`src/rtl/quadrature_pid_position_drive_assert.svh`:
```
// Assertion helpers for the drive's top-level RTL.
// Each macro samples on the rising edge of clock and is ignored while reset is high.
`ifndef QUADRATURE_PID_POSITION_DRIVE_ASSERT_SVH
`define QUADRATURE_PID_POSITION_DRIVE_ASSERT_SVH

// Same-cycle implication.
`define QPPD_ASSERT_IMPLIES(label, ante, cons, msg) \
   label: assert property (@(posedge clock) disable iff (reset) (ante) |-> (cons)) \
      else $error(msg);

// Next-cycle implication.
`define QPPD_ASSERT_NEXT(label, ante, cons, msg) \
   label: assert property (@(posedge clock) disable iff (reset) (ante) |=> (cons)) \
      else $error(msg);

`endif

```
`src/rtl/qppd_pkg.sv`:
```
package qppd_pkg;

   // request kinds carried on req_tuser
   localparam logic [1:0] REQ_ENC  = 2'd0;
   localparam logic [1:0] REQ_TICK = 2'd1;
   localparam logic [1:0] REQ_ZERO = 2'd2;

   // register indexes on the csr port
   localparam logic [1:0] CSR_GOAL = 2'd0;
   localparam logic [1:0] CSR_KP   = 2'd1;
   localparam logic [1:0] CSR_KI   = 2'd2;
   localparam logic [1:0] CSR_KD   = 2'd3;

   localparam logic [31:0] GOAL_RST = 32'd0;
   localparam logic [15:0] KP_RST   = 16'd4096;
   localparam logic [15:0] KI_RST   = 16'd41;
   localparam logic [15:0] KD_RST   = 16'd4;

   // quadrature step codes
   localparam logic [1:0] QS_HOLD = 2'd0;
   localparam logic [1:0] QS_UP   = 2'd1;
   localparam logic [1:0] QS_DOWN = 2'd2;

   // stage one payload: state snapshot and PID operands
   typedef struct packed {
      logic        tick;
      logic [31:0] count;
      logic [31:0] err;
      logic [31:0] integ;
      logic [32:0] diff;
   } qppd_stage1_type;

   // index is {previous A/B pair, new A/B pair}
   function automatic logic [1:0] qppd_quad_step(input logic [3:0] idx);
      logic [1:0] code;
      unique case (idx)
         4'b1110, 4'b0111, 4'b0001, 4'b1000: code = QS_UP;
         4'b1101, 4'b0100, 4'b0010, 4'b1011: code = QS_DOWN;
         default:                            code = QS_HOLD;
      endcase
      return code;
   endfunction

endpackage

```
`src/rtl/quadrature_pid_position_drive.sv`:
```
// Channel  Ports                         Width  Contents (lowest bit first)
// req      req_tvalid/tready/tdata/tuser  8+2   tdata: chan_a, chan_b; tuser: req_type
// rsp      rsp_tvalid/tready/tdata        48    tdata: position, duty, forward
// csr      csr_wr_en/addr/wdata           2+32  goal, kp, ki, kd by index
//
// One request is taken per cycle while req_tready is high; its response is offered
// once it has passed the three registered stages (state update, gain
// multipliers, sum and clamp).
// The three 32x16 gain products set the length of the middle stage.
// Reset is synchronous: counts, PID state and duty clear, forward sets, goal and gains reload.
// A stalled response holds the output register; earlier stages keep filling
// bubbles, so req_tready drops only once all three stages hold an item.

`include "quadrature_pid_position_drive_assert.svh"

module quadrature_pid_position_drive
   import qppd_pkg::*;
#(
   parameter int GAIN_FRAC_BITS = 12,
   parameter int DUTY_MAX       = 255
) (
   input  logic        clock,
   input  logic        reset,
   input  logic        req_tvalid,
   output logic        req_tready,
   input  logic [7:0]  req_tdata,   // [0] chan_a, [1] chan_b, rest zero
   input  logic [1:0]  req_tuser,   // [1:0] req_type
   output logic        rsp_tvalid,
   input  logic        rsp_tready,
   output logic [47:0] rsp_tdata,   // [31:0] position, [39:32] duty, [40] forward
   input  logic        csr_wr_en,
   input  logic [1:0]  csr_addr,
   input  logic [31:0] csr_wdata
);

   localparam int TERM_W = 48 - GAIN_FRAC_BITS;

   // configuration registers
   logic [31:0] goal_ff;
   logic [15:0] kp_ff, ki_ff, kd_ff;

   // pipeline control
   logic s1_vld_ff, s2_vld_ff, out_vld_ff;
   logic load1, load2, load_out;
   logic accept;

   qppd_stage1_type s1_stage;

   logic signed [TERM_W:0] p_term, i_term, d_term;
   logic [31:0] s2_count_ff;
   logic        s2_tick_ff;
   logic [31:0] pos_ff;
   logic [7:0]  duty;
   logic        forward;

   // take the csr write whenever enabled; the user must issue it only while idle, the block does not enforce this
   always_ff @(posedge clock) begin
      if (reset) begin
         goal_ff <= GOAL_RST;
         kp_ff   <= KP_RST;
         ki_ff   <= KI_RST;
         kd_ff   <= KD_RST;
      end else if (csr_wr_en) begin
         unique case (csr_addr)
            CSR_GOAL: goal_ff <= csr_wdata;
            CSR_KP:   kp_ff   <= csr_wdata[15:0];
            CSR_KI:   ki_ff   <= csr_wdata[15:0];
            CSR_KD:   kd_ff   <= csr_wdata[15:0];
         endcase
      end
   end

   // advance a stage when the one after it is empty or advancing
   assign load_out   = ~out_vld_ff | rsp_tready;
   assign load2      = ~s2_vld_ff | load_out;
   assign load1      = ~s1_vld_ff | load2;
   assign req_tready = load1;
   assign accept     = req_tvalid & load1;

   always_ff @(posedge clock) begin
      if (reset) begin
         s1_vld_ff  <= 1'b0;
         s2_vld_ff  <= 1'b0;
         out_vld_ff <= 1'b0;
      end else begin
         if (load1) begin
            s1_vld_ff <= req_tvalid;
         end
         if (load2) begin
            s2_vld_ff <= s1_vld_ff;
         end
         if (load_out) begin
            out_vld_ff <= s2_vld_ff;
         end
      end
   end

   // stage one: encoder count, error, integral and derivative difference
   qppd_state u_state (
      .clock    (clock),
      .reset    (reset),
      .accept   (accept),
      .load     (load1),
      .req_type (req_tuser),
      .chan_a   (req_tdata[0]),
      .chan_b   (req_tdata[1]),
      .goal     (goal_ff),
      .stage_ff (s1_stage)
   );

   // stage two: the three gain products
   qppd_gain #(.GAIN_FRAC_BITS(GAIN_FRAC_BITS)) u_gain_p (
      .clock   (clock),
      .load    (load2),
      .gain    (kp_ff),
      .operand ({s1_stage.err[31], s1_stage.err}),
      .term_ff (p_term)
   );

   qppd_gain #(.GAIN_FRAC_BITS(GAIN_FRAC_BITS)) u_gain_i (
      .clock   (clock),
      .load    (load2),
      .gain    (ki_ff),
      .operand ({s1_stage.integ[31], s1_stage.integ}),
      .term_ff (i_term)
   );

   qppd_gain #(.GAIN_FRAC_BITS(GAIN_FRAC_BITS)) u_gain_d (
      .clock   (clock),
      .load    (load2),
      .gain    (kd_ff),
      .operand (s1_stage.diff),
      .term_ff (d_term)
   );

   // carry position and request kind alongside the products
   always_ff @(posedge clock) begin
      if (load2) begin
         s2_count_ff <= s1_stage.count;
         s2_tick_ff  <= s1_stage.tick;
      end
   end

   // stage three: sum, direction and clamped duty; latched only by a tick
   qppd_mix #(
      .GAIN_FRAC_BITS (GAIN_FRAC_BITS),
      .DUTY_MAX       (DUTY_MAX)
   ) u_mix (
      .clock   (clock),
      .reset   (reset),
      .update  (load_out & s2_vld_ff & s2_tick_ff),
      .p_term  (p_term),
      .i_term  (i_term),
      .d_term  (d_term),
      .duty_ff (duty),
      .fwd_ff  (forward)
   );

   always_ff @(posedge clock) begin
      if (load_out) begin
         pos_ff <= s2_count_ff;
      end
   end

   assign rsp_tvalid = out_vld_ff;
   assign rsp_tdata  = {7'd0, forward, duty, pos_ff};

   `QPPD_ASSERT_IMPLIES(a_open_when_drained, !out_vld_ff, req_tready, "input closed with output empty")
   `QPPD_ASSERT_IMPLIES(a_stall_when_full, s1_vld_ff && s2_vld_ff && out_vld_ff && !rsp_tready, !req_tready, "input open with pipe full")
   `QPPD_ASSERT_NEXT(a_zero_clears, accept && (req_tuser == REQ_ZERO), s1_stage.count == 32'd0, "zero request left a count")

endmodule

```
`src/rtl/qppd_state.sv`:
```
module qppd_state
   import qppd_pkg::*;
(
   input  logic            clock,
   input  logic            reset,
   input  logic            accept,
   input  logic            load,
   input  logic [1:0]      req_type,
   input  logic            chan_a,
   input  logic            chan_b,
   input  logic [31:0]     goal,
   output qppd_stage1_type stage_ff
);

   logic [1:0]  last_pair_ff, last_pair_in;
   logic [31:0] count_ff, count_in;
   logic [31:0] integ_ff, integ_in;
   logic [31:0] prev_err_ff, prev_err_in;

   logic [1:0]  pair;
   logic [1:0]  step;
   logic        tick;
   logic [32:0] goal_diff;
   logic [31:0] err;
   logic [32:0] integ_sum;
   logic [31:0] integ_new;
   logic [32:0] diff;

   function automatic logic [31:0] sat32(input logic [32:0] v);
      logic [31:0] r;
      if (v[32] != v[31]) begin
         r = v[32] ? 32'h8000_0000 : 32'h7FFF_FFFF;
      end else begin
         r = v[31:0];
      end
      return r;
   endfunction

   assign pair      = {chan_a, chan_b};
   assign step      = qppd_quad_step({last_pair_ff, pair});
   assign tick      = (req_type == REQ_TICK);
   assign goal_diff = {goal[31], goal} - {count_ff[31], count_ff};
   assign err       = sat32(goal_diff);
   assign integ_sum = {integ_ff[31], integ_ff} + {err[31], err};
   assign integ_new = sat32(integ_sum);
   assign diff      = {err[31], err} - {prev_err_ff[31], prev_err_ff};

   always_comb begin
      count_in     = count_ff;
      last_pair_in = last_pair_ff;
      integ_in     = integ_ff;
      prev_err_in  = prev_err_ff;
      unique case (req_type)
         REQ_ENC: begin
            last_pair_in = pair;
            priority if (step == QS_UP) begin
               count_in = count_ff + 32'd1;
            end else if (step == QS_DOWN) begin
               count_in = count_ff - 32'd1;
            end
         end
         REQ_TICK: begin
            integ_in    = integ_new;
            prev_err_in = err;
         end
         REQ_ZERO: begin
            count_in = '0;
         end
         default: begin
         end
      endcase
   end

   always_ff @(posedge clock) begin
      if (reset) begin
         last_pair_ff <= '0;
         count_ff     <= '0;
         integ_ff     <= '0;
         prev_err_ff  <= '0;
      end else if (accept) begin
         last_pair_ff <= last_pair_in;
         count_ff     <= count_in;
         integ_ff     <= integ_in;
         prev_err_ff  <= prev_err_in;
      end
   end

   // operands for the gain stage; valid is tracked by the caller
   always_ff @(posedge clock) begin
      if (load) begin
         stage_ff.tick  <= tick;
         stage_ff.count <= count_in;
         stage_ff.err   <= err;
         stage_ff.integ <= integ_new;
         stage_ff.diff  <= diff;
      end
   end

endmodule

```
`src/rtl/qppd_gain.sv`:
```
module qppd_gain #(
   parameter int GAIN_FRAC_BITS = 12
) (
   input  logic                               clock,
   input  logic                               load,
   input  logic [15:0]                        gain,
   input  logic [32:0]                        operand,
   output logic signed [48-GAIN_FRAC_BITS:0]  term_ff
);

   localparam int TERM_W = 48 - GAIN_FRAC_BITS;

   logic                     neg;
   logic [32:0]              mag_full;
   logic [31:0]              mag;
   logic [47:0]              prod;
   logic [TERM_W-1:0]        shifted;
   logic signed [TERM_W:0]   term_in;

   // sign and magnitude so the shift truncates toward zero; |operand| < 2^32
   assign neg      = operand[32];
   assign mag_full = neg ? (33'd0 - operand) : operand;
   assign mag      = mag_full[31:0];
   assign prod     = mag * gain;
   assign shifted  = prod[47:GAIN_FRAC_BITS];
   assign term_in  = neg ? -$signed({1'b0, shifted}) : $signed({1'b0, shifted});

   always_ff @(posedge clock) begin
      if (load) begin
         term_ff <= term_in;
      end
   end

endmodule

```
`src/rtl/qppd_mix.sv`:
```
module qppd_mix #(
   parameter int GAIN_FRAC_BITS = 12,
   parameter int DUTY_MAX       = 255
) (
   input  logic                              clock,
   input  logic                              reset,
   input  logic                              update,
   input  logic signed [48-GAIN_FRAC_BITS:0] p_term,
   input  logic signed [48-GAIN_FRAC_BITS:0] i_term,
   input  logic signed [48-GAIN_FRAC_BITS:0] d_term,
   output logic [7:0]                        duty_ff,
   output logic                              fwd_ff
);

   localparam int          TERM_W   = 48 - GAIN_FRAC_BITS;
   localparam int          SUM_W    = TERM_W + 3;
   localparam logic [7:0]  DUTY_CAP = (DUTY_MAX > 255) ? 8'd255 : 8'(DUTY_MAX);

   logic signed [SUM_W-1:0] sum;
   logic [SUM_W-1:0]        mag;
   logic [7:0]              duty_in;
   logic                    fwd_in;

   assign sum     = SUM_W'(p_term) + SUM_W'(i_term) + SUM_W'(d_term);
   assign fwd_in  = ~sum[SUM_W-1];
   assign mag     = sum[SUM_W-1] ? (SUM_W'(0) - sum) : sum;
   assign duty_in = (mag > SUM_W'(DUTY_CAP)) ? DUTY_CAP : mag[7:0];

   always_ff @(posedge clock) begin
      if (reset) begin
         duty_ff <= '0;
         fwd_ff  <= 1'b1;
      end else if (update) begin
         duty_ff <= duty_in;
         fwd_ff  <= fwd_in;
      end
   end

endmodule

```
`config.mk`:
```
export PLATFORM = sky130hd
export DESIGN_NAME = quadrature_pid_position_drive
export DESIGN_NICKNAME = d
export VERILOG_FILES = /design/src/rtl/qppd_pkg.sv /design/src/rtl/quadrature_pid_position_drive.sv /design/src/rtl/qppd_state.sv /design/src/rtl/qppd_gain.sv /design/src/rtl/qppd_mix.sv
export VERILOG_INCLUDE_DIRS = /design/src /design/src/rtl
export SDC_FILE = /design/constraint.sdc
export NUM_CORES = 2
export LEC_CHECK = 0
export ABC_AREA = 1
export BUFFER_PORTS_ARGS = -buffer_cell sky130_fd_sc_hd__buf_4
export CAP_MARGIN = 0
export CORE_UTILIZATION = 40
export CTS_BUF_LIST = sky130_fd_sc_hd__clkbuf_8
export DETAILED_ROUTE_END_ITERATION = 6
export HOLD_SLACK_MARGIN = 0.03
export SETUP_SLACK_MARGIN = 0.3
export SLEW_MARGIN = 15
export SYNTH_ARGS = -nofsm -noshare
export SYNTH_HDL_FRONTEND = slang
export SYNTH_SLANG_ARGS = --single-unit
```
`constraint.sdc`:
```
create_clock -name clock -period 25.3 [get_ports clock]
set_input_delay 2.53 -clock clock [delete_from_list [all_inputs] [get_ports clock]]
set_output_delay 2.53 -clock clock [all_outputs]
set_load 0.05 [all_outputs]
```
Yosys cells after proc, flatten, opt, wreduce, memory -nomap -nowiden
Memories as Yosys holds them, arrays and structs flattened.
Cells that the tools add are included.
{ "op_classes": {"bitwise": 10, "multipliers": 3, "n_reduce_logical": 8, "n_lt_le_gt_ge": 1, "n_div": 0, "shift": 0, "n_eq_ne": 9, "muxes": 15, "n_addsub": 14} }
{ "ops": {"columns": ["cell", "count"], "rows": [
  ["$mux W32", 9],
  ["$mul A32 B16 Y48", 3],
  ["$neg A36 Y37", 3],
  ["$mux W36", 3],
  ["$sub A1 B32 Y32 const A", 3],
  ["$sub A32 B32 Y33", 2],
  ["$pmux W32 S2", 1],
  ["$add A38 B37 Y39", 1],
  ["$gt A39 B8 Y1 const B", 1],
  ["$mux W39", 1],
  ["$sub A1 B39 Y39 const A", 1],
  ["$add A37 B37 Y38", 1],
  ["$add A32 B32 Y33", 1],
  ["$add A32 B1 Y32 const B", 1],
  ["$sub A32 B1 Y32 const B", 1],
  ["$reduce_and A2 Y1", 6],
  ["$eq A2 B2 Y1 const B", 4],
  ["$mux W8", 1],
  ["$eq A2 B1 Y1 const B", 3],
  ["$logic_not A2 Y1", 2],
  ["$not A1 Y1", 4],
  ["$and A1 B1 Y1", 3],
  ["$or A1 B1 Y1", 3],
  ["$ne A1 B1 Y1", 2]
]} }
{ "totals": {"romBits": 32, "ramBits": 0, "mem_count": 1, "latchBits": 0, "output_inout_bits": 50, "elab_cells": 88, "in_bits": 49, "regBits": 496} }
{ "memory_table": {"columns": ["name", "depth", "word_bits", "rd", "rd_clocked_by_memory_dff", "wr", "line", "rtl"], "rows": [
  ["(name not given)", 16, 2, 1, 0, 0, "qppd_pkg.sv:36", "unique case (idx)"]
]} }

Longest topological paths before layout
{ "depth": {"ltp_word": 6, "depth_mapped": 49, "ltp_nobuf": 48} }

Modules after synthesis
Synthesis repeated with hierarchy kept, for this count alone.
{ "unflattened": {"hier_cells": 11934, "hier_area_um2": 87243.7} }
{ "modules_own_cells": {"columns": ["mod", "cells_per_inst", "instances", "area_each_um2", "seq_area_each_um2"], "rows": [
  ["qppd_gain at u_gain_i", 2752, 1, 20113.0, 1111.1],
  ["qppd_gain at u_gain_d", 2674, 1, 19985.4, 1111.1],
  ["qppd_gain at u_gain_p", 2689, 1, 19817.8, 1111.1],
  ["qppd_state", 2155, 1, 16134.2, 5865.6],
  ["qppd_mix", 1061, 1, 5716.7, 180.2],
  ["quadrature_pid_position_drive", 603, 1, 5476.5, 3613.5]
]} }

Least setup slack after synthesis
No wires, ideal clock.
{ "synth_path": {"path_kind": "input-to-output", "startpoint": "input port rsp_tready", "endpoint": "output port req_tready", "setup_slack_ns": 16.261, "n_path_buf": 0, "arrival_ns": 6.509, "cell_stages": 4, "required_ns": 22.770, "path_cell_list": "nor2_1 inv_1 nor2_1 nand2_1"} }
{ "synth_between": {"elab_chain_cells": 3} }
{ "synth_rtl": {"columns": ["element", "line", "rtl"], "rows": [
  ["start: declaration", "quadrature_pid_position_drive.sv:29", "input logic rsp_tready,"],
  ["$or A1 B1 Y1", "quadrature_pid_position_drive.sv:74", "assign load_out = ~out_vld_ff | rsp_tready;"],
  ["$or A1 B1 Y1", "quadrature_pid_position_drive.sv:75", "assign load2 = ~s2_vld_ff | load_out;"],
  ["$or A1 B1 Y1", "quadrature_pid_position_drive.sv:76", "assign load1 = ~s1_vld_ff | load2;"],
  ["end: declaration", "quadrature_pid_position_drive.sv:25", "output logic req_tready,"]
]} }
Every way passes these cells.

Final worst setup path
{ "layout_path": {"startpoint": "register u_state.stage_ff[33] (netlist bit)", "endpoint": "register u_gain_i.term_ff[21], data pin"} }
{ "layout_between": {"elab_chain_cells": 5} }
{ "layout_rtl": {"columns": ["element", "line", "rtl"], "rows": [
  ["start: declaration", "qppd_state.sv:12", "output qppd_stage1_type stage_ff"],
  ["$sub A1 B32 Y32", "qppd_gain.sv:22", "assign mag_full = neg ? (33'd0 - operand) : operand;"],
  ["$mux W32 *", "qppd_gain.sv:22", null],
  ["$mul A32 B16 Y48 *", "qppd_gain.sv:24", "assign prod = mag * gain;"],
  ["$neg A36 Y37", "qppd_gain.sv:26", "assign term_in = neg ? -$signed({1'b0, shifted}) : $signed({1'b0, shifted});"],
  ["$mux W36 *", "qppd_gain.sv:26", null],
  ["via u_gain_i.term_in[21]", "qppd_gain.sv:18", "logic signed [TERM_W:0] term_in;"],
  ["end signal: assignment", "qppd_gain.sv:30", "term_ff <= term_in;"],
  ["end: declaration", "qppd_gain.sv:8", "output logic signed [48-GAIN_FRAC_BITS:0] term_ff"]
]} }
The timed path passes the listed nets; every way through them passes the cells marked *.
A chain may end at the register's enable or synchronous reset.

==> results.toml <==
[cts]
numCtsBuffers = 88
clock-sinks = 496
cts_buffer_depth = 3
htree_num_levels = 3
cts_root_buffer = "clkbuf_8"
cts_resized = 0
post_cts_buffers = 0
insertion_delay_ns = 0.81
clk_pin_slew_ns = 0.07
cts_tree = "yes"
holdBufCountCts = 0

[setup_path]
ff2ff_path_depth = 37
crit_type = "register to register"
r2r-end = "u_gain_i.term_ff[21]"
rr_startpoint = "u_state.stage_ff[33]"
crit_path_top_delay_cell = "xnor2_1"
cp-startpoint = "u_state.stage_ff[33]"
slowest_delay_ns = 0.82
critPathArrivalTime_ns = 11.20
rrSetupSlack_ns = 14.59
crit_fanout = 17
critPathRequiredTime_ns = 25.78
crit_end = "u_gain_i.term_ff[21]"
startpoint_type = "register"
worst_path_most_repeated_cell = "nand2_1"
end_kind = "register"

[drt]
drc = 0
vias_per_cell = 5.22
final_antenna_net_count = 0
drtPass1Iterations = 6
routed_wl_um = 280000
avgRoutedWirePerCell_um = 20.7
drt_iter0_markers = 6390
via_count = 70739

[layout]
final_cell_mix = "nand2_1, inv_1, nor2_1"
drive_gt1_frac = 0.0417
final_common_cell = "nand2_1"
final_util = 0.429
fillCellCount = 20812
areaGrowthSynthToFinish_pct = 6.48
nets = 12609

[floorplanning]
die_h_um = 456
start_util = 0.402
rows = 166
die_area_mm2 = 0.208
core_area_mm2 = 0.205
fp.dieW_um = 456
io_pins = 99

[logic_synthesis]
synth_edf_count = 306
syn_area_mm2 = 0.0823
ys.flop_type = "edfxtp_1"
synth_seq_cells = 496
async_flop_share = 0
synth_xor_area_frac = 0.0339
synth.avg_cell_area_um2 = 7.60
yosys.area_share.simple = 0.223
ys_top_cells_by_area = "fa_1, nand2_1, edfxtp_1"
synthAdderAreaFrac = 0.389
synth_top_family_by_area = "adder cells"
yosysUniqueCellTypes = 71
synthCells = 10834
seq_area_frac_synth = 0.158
synth_top_area_cell = "fa_1"
synthMuxAreaShare = 0
synth_top_area_frac = 0.314
synth_warnings = 0
synth-compound-area-share = 0.0745

[sta]
hold_viol = 0
max_freq_ghz = 0.0934
fin_skew_ns = 0.0586
finalMaxSlewViolations = 0
fin_tns_setup_ns = 0
rsz0062_at_grt = "false"
finalSetupViolCount = 0
worst_pin_slew_ns = 1.17
worst_slack_ns = 14.59
period_share = 0.423
maxSlewHeadroom = 0.223
fin_crit_ns = 10.71

[global_routing]
grt_pass1_vias = 71668
grt_max_degree = 118
grt.total_usage = 0.269
grt_pass1_wl_um = 428000
grt_remaining_overflow = 0
antenna_found_initial = 8

[run_status]
status = "complete, no violations"

[run]
cap_violations = 0

[min_path]
hold_path_class = "register to register"

[placed_design]
dp_worst_setup_slack_ns = 14.70
hpwl_um = 226000
io_buffers = 85
gp_congestion = 0.960
## worst min path at each step
stage	start	end	slack, ns	depth (start not counted)
6_report	u_state.stage_ff[128]	s2_count_ff[31]	0.42	0
5_1_grt	s2_count_ff[20]	pos_ff[20]	0.43	0
4_1_cts	u_state.stage_ff[127]	s2_count_ff[30]	0.41	0
3_5_place_dp	s2_count_ff[12]	pos_ff[12]	0.40	0
3_3_place_gp	u_state.stage_ff[128]	s2_count_ff[31]	0.41	0
2_1_floorplan	s2_count_ff[0]	pos_ff[0]	0.40	0
## logic make-up after synthesis
| logic type | after synthesis |
|---|---|
| AOI/OAI and AO/OA | 1091 |
| xor gates and xnor gates | 312 |
| other | 1 |
| buffers and inverters | 2647 |
| DFF | 496 |
| adders and majority gates | 1785 |
| and+or+nand+nor | 4502 |
## through the flow
| step | cells | hold slack, ns | cell area [um^2] |
|---|---|---|---|
| after detailed placement | 13373 | 0.405 | 85700 |
| after global routing | 13544 | 0.431 | 87700 |
| after floorplan | 10840 | 0.400 | 82400 |
| final | 13549 | 0.420 | 87700 |
| after global placement | 13373 | 0.407 | 85700 |
| after CTS | 13539 | 0.415 | 87600 |
## metal layers
| metal | track usage | routed length, um | vias up |
|---|---|---|---|
| met1 | 0.360 | 120000 | 34753 |
| li1 | - | - | 32746 |
| met4 | 0.107 | 12100 | 2 |
| met5 | 0 | 13 | - |
| met3 | 0.0465 | 21500 | 459 |
| met2 | 0.431 | 126000 | 2779 |
## registers in the layout, summed over array words and instances (netlist names)
register,count
s2_count_ff,32
u_gain_d.term_ff,37
pos_ff,32
u_state.integ_ff,32
ki_ff,16
kp_ff,16
u_gain_i.term_ff,37
u_mix.fwd_ff,1
u_mix.duty_ff,8
s2_vld_ff,1
u_gain_p.term_ff,37
rsp_tvalid,1
u_state.last_pair_ff,2
s1_vld_ff,1
u_state.count_ff,32
s2_tick_ff,1
u_state.stage_ff,130
u_state.prev_err_ff,32
kd_ff,16
goal_ff,32
## cell type report
class                           instances  area (um^2)  area share
Multi-Input combinational cell       7697        59400       0.677
Sequential cell                       496        13000       0.148
Tap cell                             2688         3360      0.0384
Inverter                             2326         8740      0.0997
Clock inverter                         71          614     0.00701
Antenna cell                           10         25.0    0.000285
Clock buffer                           95         1310      0.0149
Timing Repair Buffer                  166         1250      0.0142
## worst max-delay path: cells and delay by family, from the launching register on
kind,cells,cell delay [ns]
flops,1,0.75
buf+inv,6,0.65
compound gates,6,1.51
xor+xnor,2,0.98
fa+ha+maj,7,3.55
simple gates,16,2.93
## cell usage after synthesis (33+ instances only)
| cell | count |
|---|---|
| ha_1 | 493 |
| inv_1 | 2260 |
| nor2_1 | 1306 |
| clkbuf_1 | 261 |
| nand3_1 | 332 |
| edfxtp_1 | 306 |
| o21ai_0 | 367 |
| o21a_1 | 62 |
| xnor2_1 | 81 |
| xor2_1 | 225 |
| a21oi_1 | 444 |
| a31oi_1 | 38 |
| nor3_1 | 86 |
| fa_1 | 1292 |
| nand3b_1 | 33 |
| o21bai_1 | 36 |
| nand2_1 | 2498 |
| nand4_1 | 94 |
| or2_2 | 38 |
| clkinv_1 | 51 |
| dfxtp_1 | 190 |
Power is left out: the tool's default activity adds up to more than one toggle a clock period on the data nets, which glitch-free logic cannot reach.
